<file path="src/rtl/pli_pkg.sv">
// Shared constants, codes and types of the positional list block.
`default_nettype none

package pli_pkg;

  // Store geometry.
  localparam int DEPTH      = 16;
  localparam int DATA_WIDTH = 32;
  localparam int CNT_W      = $clog2(DEPTH + 1);
  localparam int ADDR_W     = $clog2(DEPTH);

  // Fixed field widths.
  localparam int OP_W  = 3;
  localparam int POS_W = 8;
  localparam int ST_W  = 2;

  // Operation codes.
  localparam logic [OP_W-1:0] OP_INS_HEAD = 3'd0;
  localparam logic [OP_W-1:0] OP_INS_TAIL = 3'd1;
  localparam logic [OP_W-1:0] OP_INS_POS  = 3'd2;
  localparam logic [OP_W-1:0] OP_DEL_HEAD = 3'd3;
  localparam logic [OP_W-1:0] OP_DEL_TAIL = 3'd4;
  localparam logic [OP_W-1:0] OP_DEL_POS  = 3'd5;
  localparam logic [OP_W-1:0] OP_DUMP     = 3'd6;

  // Status codes.
  localparam logic [ST_W-1:0] ST_OK     = 2'd0;
  localparam logic [ST_W-1:0] ST_BADPOS = 2'd1;
  localparam logic [ST_W-1:0] ST_EMPTY  = 2'd2;
  localparam logic [ST_W-1:0] ST_FULL   = 2'd3;

  // Sequencer states.
  typedef enum logic [2:0] {
    S_IDLE,
    S_INS_RD,
    S_INS_WR,
    S_DEL_RD,
    S_DEL_WR,
    S_DMP_RD,
    S_DMP_OUT,
    S_RESULT
  } state_t;

  // One result item as handed from the sequencer to the output stage.
  typedef struct packed {
    logic [ST_W-1:0]              status;
    logic signed [DATA_WIDTH-1:0] element;
    logic                         element_valid;
    logic                         last;
    logic [CNT_W-1:0]             count;
  } res_t;

endpackage

`default_nettype wire

</file>
<file path="src/rtl/pli_ram.sv">
// Generic single-write, single-read RAM with registered read data.
`default_nettype none

module pli_ram #(
  parameter int WIDTH = 32,
  parameter int DEPTH = 16
) (
  input  wire logic                     clk,
  input  wire logic                     we,
  input  wire logic [$clog2(DEPTH)-1:0] waddr,
  input  wire logic [WIDTH-1:0]         wdata,
  input  wire logic [$clog2(DEPTH)-1:0] raddr,
  output logic      [WIDTH-1:0]         rdata
);

  logic [WIDTH-1:0] mem [DEPTH];

  // Write port and registered read port.
  always_ff @(posedge clk) begin
    if (we) begin
      mem[waddr] <= wdata;
    end
    rdata <= mem[raddr];
  end

endmodule

`default_nettype wire

</file>
<file path="src/rtl/pli_seq.sv">
// Sequencer that shifts list cells one at a time through a shared index stepper.
`default_nettype none

module pli_seq (
  input  wire logic                                  clk,
  input  wire logic                                  rst_n,
  // Operation item.
  input  wire logic                                  op_valid,
  output logic                                       op_busy,
  input  wire logic [pli_pkg::OP_W-1:0]              op,
  input  wire logic signed [pli_pkg::DATA_WIDTH-1:0] value,
  input  wire logic [pli_pkg::POS_W-1:0]             position,
  // Store port.
  output logic                                       ram_we,
  output logic [pli_pkg::ADDR_W-1:0]                 ram_waddr,
  output logic [pli_pkg::DATA_WIDTH-1:0]             ram_wdata,
  output logic [pli_pkg::ADDR_W-1:0]                 ram_raddr,
  input  wire logic [pli_pkg::DATA_WIDTH-1:0]        ram_rdata,
  // Result item.
  output logic                                       res_valid,
  input  wire logic                                  res_ready,
  output pli_pkg::res_t                              res
);

  localparam int CW = pli_pkg::CNT_W;
  localparam int PW = pli_pkg::POS_W + 1;

  pli_pkg::state_t              state_r, state_nxt;
  logic [CW-1:0]                len_r, len_nxt;
  logic [CW-1:0]                ptr_r, ptr_nxt;
  logic [CW-1:0]                idx_r, idx_nxt;
  logic [pli_pkg::DATA_WIDTH-1:0] val_r, val_nxt;
  logic [pli_pkg::ST_W-1:0]     status_r, status_nxt;

  logic          accept;
  logic          dec;
  logic [CW-1:0] step;
  logic [PW-1:0] pos_ext;
  logic [PW-1:0] len_ext;
  logic          ins_bad;
  logic          del_bad;
  logic [CW-1:0] pos_idx;
  logic          is_full;
  logic          is_empty;
  logic          dmp_last;

  // Decode of the incoming operation against the current length.
  assign accept   = op_valid && (state_r == pli_pkg::S_IDLE);
  assign op_busy  = (state_r != pli_pkg::S_IDLE);
  assign pos_ext  = PW'(position);
  assign len_ext  = PW'(len_r);
  assign ins_bad  = (position == '0) || (pos_ext > len_ext + PW'(1));
  assign del_bad  = (position == '0) || (pos_ext > len_ext);
  assign pos_idx  = CW'(position - pli_pkg::POS_W'(1));
  assign is_full  = (len_r == CW'(pli_pkg::DEPTH));
  assign is_empty = (len_r == '0);

  // The shared index stepper: counts down while opening a gap, up otherwise.
  assign dec  = (state_r == pli_pkg::S_INS_RD) || (state_r == pli_pkg::S_INS_WR);
  assign step = dec ? (ptr_r - CW'(1)) : (ptr_r + CW'(1));
  assign dmp_last = (step == len_r);

  // Next state.
  always_comb begin
    state_nxt = state_r;
    case (state_r)
      pli_pkg::S_IDLE: begin
        if (op_valid) begin
          case (op)
            pli_pkg::OP_INS_HEAD, pli_pkg::OP_INS_TAIL: begin
              state_nxt = is_full ? pli_pkg::S_RESULT : pli_pkg::S_INS_RD;
            end
            pli_pkg::OP_INS_POS: begin
              state_nxt = (ins_bad || is_full) ? pli_pkg::S_RESULT : pli_pkg::S_INS_RD;
            end
            pli_pkg::OP_DEL_HEAD, pli_pkg::OP_DEL_TAIL: begin
              state_nxt = is_empty ? pli_pkg::S_RESULT : pli_pkg::S_DEL_RD;
            end
            pli_pkg::OP_DEL_POS: begin
              state_nxt = (is_empty || del_bad) ? pli_pkg::S_RESULT : pli_pkg::S_DEL_RD;
            end
            pli_pkg::OP_DUMP: begin
              state_nxt = is_empty ? pli_pkg::S_RESULT : pli_pkg::S_DMP_RD;
            end
            default: begin
              state_nxt = pli_pkg::S_RESULT;
            end
          endcase
        end
      end
      pli_pkg::S_INS_RD: begin
        state_nxt = (ptr_r == idx_r) ? pli_pkg::S_RESULT : pli_pkg::S_INS_WR;
      end
      pli_pkg::S_INS_WR: begin
        state_nxt = pli_pkg::S_INS_RD;
      end
      pli_pkg::S_DEL_RD: begin
        state_nxt = (step == len_r) ? pli_pkg::S_RESULT : pli_pkg::S_DEL_WR;
      end
      pli_pkg::S_DEL_WR: begin
        state_nxt = pli_pkg::S_DEL_RD;
      end
      pli_pkg::S_DMP_RD: begin
        state_nxt = pli_pkg::S_DMP_OUT;
      end
      pli_pkg::S_DMP_OUT: begin
        if (res_ready) begin
          state_nxt = dmp_last ? pli_pkg::S_IDLE : pli_pkg::S_DMP_RD;
        end
      end
      pli_pkg::S_RESULT: begin
        if (res_ready) begin
          state_nxt = pli_pkg::S_IDLE;
        end
      end
      default: begin
        state_nxt = pli_pkg::S_IDLE;
      end
    endcase
  end

  // Datapath updates, store control and result.
  always_comb begin
    len_nxt    = len_r;
    ptr_nxt    = ptr_r;
    idx_nxt    = idx_r;
    val_nxt    = val_r;
    status_nxt = status_r;
    ram_we     = 1'b0;
    ram_waddr  = ptr_r[pli_pkg::ADDR_W-1:0];
    ram_wdata  = ram_rdata;
    ram_raddr  = ptr_r[pli_pkg::ADDR_W-1:0];
    res_valid  = 1'b0;
    res.status        = status_r;
    res.element       = '0;
    res.element_valid = 1'b0;
    res.last          = 1'b1;
    res.count         = len_r;
    case (state_r)
      pli_pkg::S_IDLE: begin
        if (accept) begin
          val_nxt    = value;
          status_nxt = pli_pkg::ST_OK;
          case (op)
            pli_pkg::OP_INS_HEAD, pli_pkg::OP_INS_TAIL, pli_pkg::OP_INS_POS: begin
              ptr_nxt = len_r;
              if (op == pli_pkg::OP_INS_HEAD) begin
                idx_nxt = '0;
              end else if (op == pli_pkg::OP_INS_TAIL) begin
                idx_nxt = len_r;
              end else begin
                idx_nxt = pos_idx;
              end
              if ((op == pli_pkg::OP_INS_POS) && ins_bad) begin
                status_nxt = pli_pkg::ST_BADPOS;
              end else if (is_full) begin
                status_nxt = pli_pkg::ST_FULL;
              end
            end
            pli_pkg::OP_DEL_HEAD, pli_pkg::OP_DEL_TAIL, pli_pkg::OP_DEL_POS: begin
              if (op == pli_pkg::OP_DEL_HEAD) begin
                ptr_nxt = '0;
              end else if (op == pli_pkg::OP_DEL_TAIL) begin
                ptr_nxt = len_r - CW'(1);
              end else begin
                ptr_nxt = pos_idx;
              end
              if (is_empty) begin
                status_nxt = pli_pkg::ST_EMPTY;
              end else if ((op == pli_pkg::OP_DEL_POS) && del_bad) begin
                status_nxt = pli_pkg::ST_BADPOS;
              end
            end
            pli_pkg::OP_DUMP: begin
              ptr_nxt = '0;
              if (is_empty) begin
                status_nxt = pli_pkg::ST_EMPTY;
              end
            end
            default: begin
              status_nxt = pli_pkg::ST_OK;
            end
          endcase
        end
      end
      pli_pkg::S_INS_RD: begin
        // Either drop the new value into the gap or fetch the cell below it.
        ram_raddr = step[pli_pkg::ADDR_W-1:0];
        if (ptr_r == idx_r) begin
          ram_we    = 1'b1;
          ram_wdata = val_r;
          len_nxt   = len_r + CW'(1);
        end
      end
      pli_pkg::S_INS_WR: begin
        // Move the fetched cell up by one place.
        ram_we  = 1'b1;
        ptr_nxt = step;
      end
      pli_pkg::S_DEL_RD: begin
        ram_raddr = step[pli_pkg::ADDR_W-1:0];
        if (step == len_r) begin
          len_nxt = len_r - CW'(1);
        end
      end
      pli_pkg::S_DEL_WR: begin
        // Move the fetched cell down by one place.
        ram_we  = 1'b1;
        ptr_nxt = step;
      end
      pli_pkg::S_DMP_RD: begin
        ram_raddr = ptr_r[pli_pkg::ADDR_W-1:0];
      end
      pli_pkg::S_DMP_OUT: begin
        // The read address stays put so the read data holds while stalled.
        res_valid         = 1'b1;
        res.status        = pli_pkg::ST_OK;
        res.element       = ram_rdata;
        res.element_valid = 1'b1;
        res.last          = dmp_last;
        if (res_ready) begin
          ptr_nxt = step;
        end
      end
      pli_pkg::S_RESULT: begin
        res_valid = 1'b1;
      end
      default: begin
        res_valid = 1'b0;
      end
    endcase
  end

  // Control state is reset; the captured operands are not.
  always_ff @(posedge clk) begin
    if (!rst_n) begin
      state_r <= pli_pkg::S_IDLE;
      len_r   <= '0;
    end else begin
      state_r <= state_nxt;
      len_r   <= len_nxt;
    end
  end

  always_ff @(posedge clk) begin
    ptr_r    <= ptr_nxt;
    idx_r    <= idx_nxt;
    val_r    <= val_nxt;
    status_r <= status_nxt;
  end

  // The list never grows past the store.
  a_len_bound: assert property (@(posedge clk) disable iff (!rst_n)
    len_r <= CW'(pli_pkg::DEPTH))
    else $error("list length exceeds the store depth");

  // One operation moves the length by at most one.
  a_len_step: assert property (@(posedge clk) disable iff (!rst_n)
    (len_r != $past(len_r)) |->
      ((len_r == $past(len_r) + CW'(1)) || (len_r + CW'(1) == $past(len_r))))
    else $error("length changed by more than one");

  // While opening a gap the pointer stays between the target and the tail.
  a_ins_ptr: assert property (@(posedge clk) disable iff (!rst_n)
    (state_r == pli_pkg::S_INS_RD) |-> ((ptr_r >= idx_r) && (ptr_r <= len_r)))
    else $error("insert pointer left its range");

  // After the final result of an item the sequencer is free again.
  a_last_idle: assert property (@(posedge clk) disable iff (!rst_n)
    (res_valid && res_ready && res.last) |=> (state_r == pli_pkg::S_IDLE))
    else $error("sequencer busy after final result");

endmodule

`default_nettype wire

</file>
<file path="src/rtl/positional_list_insert_delete.sv">
// Positional list top level: operation sequencer, cell store and output register.
// An insert at 0-based place k shifts each cell from k up one place and writes the value
// into the gap; a delete at k shifts each cell above k down one place; then the result
// is handed over. A refused operation only hands over its result; a dump, one element at a
// time. Results leave via the output register; a new operation is taken only while idle.
// Reset empties the list and clears control; the cell store itself is not cleared.
`default_nettype none

module positional_list_insert_delete (
  input  wire logic                                  clk,
  input  wire logic                                  rst_n,
  input  wire logic                                  in_valid,
  output logic                                       in_stall,
  input  wire logic [pli_pkg::OP_W-1:0]              in_op,
  input  wire logic signed [pli_pkg::DATA_WIDTH-1:0] in_value,
  input  wire logic [pli_pkg::POS_W-1:0]             in_position,
  output logic                                       out_valid,
  input  wire logic                                  out_stall,
  output logic [pli_pkg::ST_W-1:0]                   out_status,
  output logic signed [pli_pkg::DATA_WIDTH-1:0]      out_element,
  output logic                                       out_element_valid,
  output logic                                       out_last,
  output logic [pli_pkg::CNT_W-1:0]                  out_count
);

  logic                           ram_we;
  logic [pli_pkg::ADDR_W-1:0]     ram_waddr;
  logic [pli_pkg::DATA_WIDTH-1:0] ram_wdata;
  logic [pli_pkg::ADDR_W-1:0]     ram_raddr;
  logic [pli_pkg::DATA_WIDTH-1:0] ram_rdata;
  logic                           res_valid;
  logic                           res_ready;
  pli_pkg::res_t                  res;
  logic                           out_valid_r, out_valid_nxt;
  pli_pkg::res_t                  out_r;

  // Operation sequencer.
  pli_seq u_seq (
    .clk       (clk),
    .rst_n     (rst_n),
    .op_valid  (in_valid),
    .op_busy   (in_stall),
    .op        (in_op),
    .value     (in_value),
    .position  (in_position),
    .ram_we    (ram_we),
    .ram_waddr (ram_waddr),
    .ram_wdata (ram_wdata),
    .ram_raddr (ram_raddr),
    .ram_rdata (ram_rdata),
    .res_valid (res_valid),
    .res_ready (res_ready),
    .res       (res)
  );

  // Cell store.
  pli_ram #(
    .WIDTH (pli_pkg::DATA_WIDTH),
    .DEPTH (pli_pkg::DEPTH)
  ) u_ram (
    .clk   (clk),
    .we    (ram_we),
    .waddr (ram_waddr),
    .wdata (ram_wdata),
    .raddr (ram_raddr),
    .rdata (ram_rdata)
  );

  // Output register: takes a new item when empty or when its item leaves.
  assign res_ready = !out_valid_r || !out_stall;

  always_comb begin
    out_valid_nxt = out_valid_r;
    if (res_valid && res_ready) begin
      out_valid_nxt = 1'b1;
    end else if (!out_stall) begin
      out_valid_nxt = 1'b0;
    end
  end

  always_ff @(posedge clk) begin
    if (!rst_n) begin
      out_valid_r <= 1'b0;
    end else begin
      out_valid_r <= out_valid_nxt;
    end
  end

  always_ff @(posedge clk) begin
    if (res_valid && res_ready) begin
      out_r <= res;
    end
  end

  assign out_valid         = out_valid_r;
  assign out_status        = out_r.status;
  assign out_element       = out_r.element;
  assign out_element_valid = out_r.element_valid;
  assign out_last          = out_r.last;
  assign out_count         = out_r.count;

endmodule

`default_nettype wire
</file>
<file path="config.mk">
export PLATFORM = sky130hd
export DESIGN_NAME = positional_list_insert_delete
export DESIGN_NICKNAME = d
export VERILOG_FILES = /design/src/rtl/pli_pkg.sv /design/src/rtl/pli_ram.sv /design/src/rtl/pli_seq.sv /design/src/rtl/positional_list_insert_delete.sv
export SDC_FILE = /design/constraint.sdc
export NUM_CORES = 1
export LEC_CHECK = 0
export ABC_CLOCK_PERIOD_IN_PS = 5000
export BUFFER_PORTS_ARGS = -buffer_cell sky130_fd_sc_hd__clkbuf_2
export CAP_MARGIN = 20
export CORE_ASPECT_RATIO = 0.7
export CORE_MARGIN = 2
export CORE_UTILIZATION = 51
export CTS_CLUSTER_SIZE = 20
export DETAILED_ROUTE_END_ITERATION = 10
export PLACE_DENSITY = 0.68
export RECOVER_POWER = 25
export SLEW_MARGIN = 20
export SYNTH_ARGS = -nofsm -noshare
export SYNTH_HDL_FRONTEND = slang
export SYNTH_SLANG_ARGS = --single-unit
</file>
<file path="constraint.sdc">
create_clock -name clk -period 5 [get_ports clk]
set_input_delay 0.5 -clock clk [delete_from_list [all_inputs] [get_ports clk]]
set_output_delay 0.5 -clock clk [all_outputs]
set_load 0.005 [all_outputs]
</file>
==> summary.txt <==
GPL Wtd Cong = 0.853
Iter 0 DRT Violations = 1044
Top Usage Layer GRT = met2
M1 GR Usage = 29.9%
Synthesized Nets = 1320
full die area = 51300 sq um
Final Cycle Share = 81.6%
Layout Utilization = 58.0%
Via Count = 12100
Max Freq = 245 MHz
Ports = 90
most frequent cells in the layout = 597 x edfxtp_1, 128 x mux4_2, 102 x mux2i_1
Period minus WS final = 4.08 ns
chip width = 270 um
Layout Cells excl Fill = 2082
Worst Setup SP = u_seq.state_r[0]
Cell Pwr Density = 620 nW/um^2
Layout area overhead = 12.8%
Mapped Area = 25200 sq um
Fin. Hold Viols = 0
CP required = 5.26 ns
flip-flop and latch area = 18700 sq um
library cells used by synthesis = 57
clock-pin transition on the worst setup and hold timing paths = 0.07 ns
CP Max Fanout = 17
postcts setup bufs = 0
RSZ-0062 raised after global routing = no
detailed placement HPWL = 30100 um
routed len/inst = 24.8 um
sequential fraction of the synthesis area = 74.3%
reg2reg start = u_seq.state_r[0]
DR pass1 iterations = 7
Root Driver = clkbuf_16
largest net degree at the start of global routing = 80
Avg Inst Size Synth = 20.1 sq um
layout cell share with drive strength beyond 1 = 24.8%
initial antenna violation count = 0
antenna cells = 0
type of the worst min-delay path = in -> reg
Vias/cell = 5.80
final wirelength = 51700 um
Slew headroom = -39.2%
Cells after Synth = 1255
global route overflow = 0
capturing point of the worst reg2reg path = u_ram.mem[5][24]
count of final setup violators = 0
Detail Route Antenna Nets = 0
EDFF count, synth = 597
multi-input combinational cell area = 6170 sq um
first-pass GRT wire length = 77700 um
cell leakage power = 9.39 nW
final-layout fill cell count = 3661
critical path launch point type = register
CTS Buffer Depth = 3
design area = 28400 sq um
Data arrival, critical path = 4.34 ns
Setup TNS = 0 ns
Clk Latency, worst-skew pair = 0.59 ns
Reg2Reg Setup Slack = 0.92 ns
total clock buffers created by CTS = 56
FFs w/ async S/R, synth = 0%
final hold slack = 0.0844 ns
residual DRC count = 0
Slew @ Worst Pin = 2.09 ns
initial core utilization = 51.4%
commonest non-fill, non-tap cell in the layout = edfxtp_1
vias in the first global route = 12300
FF-to-FF path depth = 6
placed insts = 1977
Top FF cell, synth = edfxtp_1
Nets = 1435
met2 Usage GRT = 32.8%
CTS tree = yes
GRT Total Usage = 20.4%
crit path capture = u_ram.mem[5][24]
clk sinks = 638
Max VDD drop = 610 uV
Yosys reg bits = 638
input/output buffers = 89
Max-Cap Viols = 2
Final Skew = 0.0170 ns
post_cts resized = 0
met3 usage = 3.14%
Core ar. = 49100 sq um
Die Ht = 190 um
Area after DPL = 26600 sq um
crit path kind = reg -> reg
final max-slew violation count = 40
critical path endpoint category = register
Syn. warnings = 0
outcome = complete, but fails checks
hold buffers post-CTS = 0
H-tree Lvls = 2
failing checks = capacitance limit, slew limit
Cell Rows = 68
[flip-flops by register name, summed over array words and instances, names as in the netlist]
name,flops
out_element,32
u_ram.rdata,32
u_ram.mem,512
u_seq.idx_r,5
u_seq.state_r,3
out_valid,1
u_seq.status_r,2
out_count,5
out_status,2
u_seq.len_r,5
out_last,1
u_seq.val_r,32
out_element_valid,1
u_seq.ptr_r,5
[per-layer routing]
metal	share of wire (%)	wire [um]
met1	45	23300
met2	47	24500
met3	5.7	2920
met4	1.9	973
met5	0	0
[worst min path at each step]
| stage | start | end | slack (ns) | cells past startpoint |
|---|---|---|---|---|
| after floorplan | u_seq.len_r[4] | out_count[4] | 0.41 | 0 |
| after global placement | u_ram.rdata[10] | out_element[10] | 0.51 | 1 |
| after detailed placement | u_ram.rdata[6] | out_element[6] | 0.52 | 1 |
| after CTS | in_value[26] | u_seq.val_r[26] | 0.05 | 1 |
| after global routing | in_value[16] | u_seq.val_r[16] | 0.05 | 1 |
| final | in_value[26] | u_seq.val_r[26] | 0.08 | 1 |
[layout make-up]
type | instances | share of cell area (%)
timing repair buffer | 121 | 2.60
clock inverter | 26 | 1.09
inverter | 19 | 0.251
sequential | 638 | 65.9
tap | 665 | 2.92
clock buffer | 79 | 5.55
multi-input combinational | 534 | 21.7
[cells by family (layout without fill, tap and decap cells)]
kind of cell    Yosys count  count (layout)  synth area share, %
fa+ha+maj                18              18                0.922
compound gates           76              76                 1.93
simple gates            153             153                 3.09
buf+inv                  83             245                 1.85
mux                     262             262                 16.9
xor+xnor                 25              25                0.982
flops                   638             638                 74.3
[metrics by stage]
stage	setup slack (ns)	power, mW
floorplan	0.792	11.8
global placement	1.53	13.3
detailed placement	1.45	13.5
CTS	1.42	17.9
global route	0.701	18.5
finish	0.922	17.6
[cells in the mapped netlist, types with 2 or more instances]
| cell type | instances | area, sq um |
|---|---|---|
| o31a_1 | 2 | 17.5 |
| clkbuf_1 | 19 | 71.3 |
| nand2b_1 | 2 | 12.5 |
| mux2i_1 | 102 | 1020 |
| o211ai_1 | 4 | 30.0 |
| nor4_1 | 2 | 12.5 |
| nor2b_1 | 7 | 43.8 |
| o21ai_0 | 20 | 100 |
| mux4_2 | 128 | 2880 |
| a211oi_1 | 4 | 30.0 |
| a221oi_1 | 4 | 35.0 |
| nand3_1 | 8 | 40.0 |
| nor3_1 | 11 | 55.1 |
| or3_1 | 3 | 18.8 |
| a41oi_1 | 2 | 17.5 |
| nor2_1 | 35 | 131 |
| and3_1 | 2 | 12.5 |
| mux2_2 | 32 | 360 |
| buf_6 | 15 | 169 |
| and2_1 | 35 | 219 |
| xor2_1 | 6 | 52.6 |
| nand2_1 | 36 | 135 |
| a21oi_1 | 22 | 110 |
| nand4_1 | 4 | 25.0 |
| dfxtp_1 | 41 | 821 |
| o21a_1 | 2 | 15.0 |
| o22ai_1 | 4 | 25.0 |
| buf_4 | 3 | 22.5 |
| ha_1 | 17 | 213 |
| edfxtp_1 | 597 | 17900 |
| inv_1 | 19 | 71.3 |
| xnor2_1 | 16 | 140 |
| a21boi_0 | 2 | 15.0 |
| buf_2 | 26 | 130 |
[worst max-delay path: stages (launching register included)]
cell and delay (ns):
dfxtp_1 0.54, nand2b_1 0.44, nor4_1 0.49, clkbuf_1 0.66
o211ai_1 0.48, nor2_4 0.70, buf_4 0.43
[power breakdown]
part	internal (mW)	total, mW	switching (mW)
sequential	7.17	7.44	0.272
clock	2.56	4.40	1.84
combinational	2.48	5.80	3.32
(Power assumes the default switching activity.)
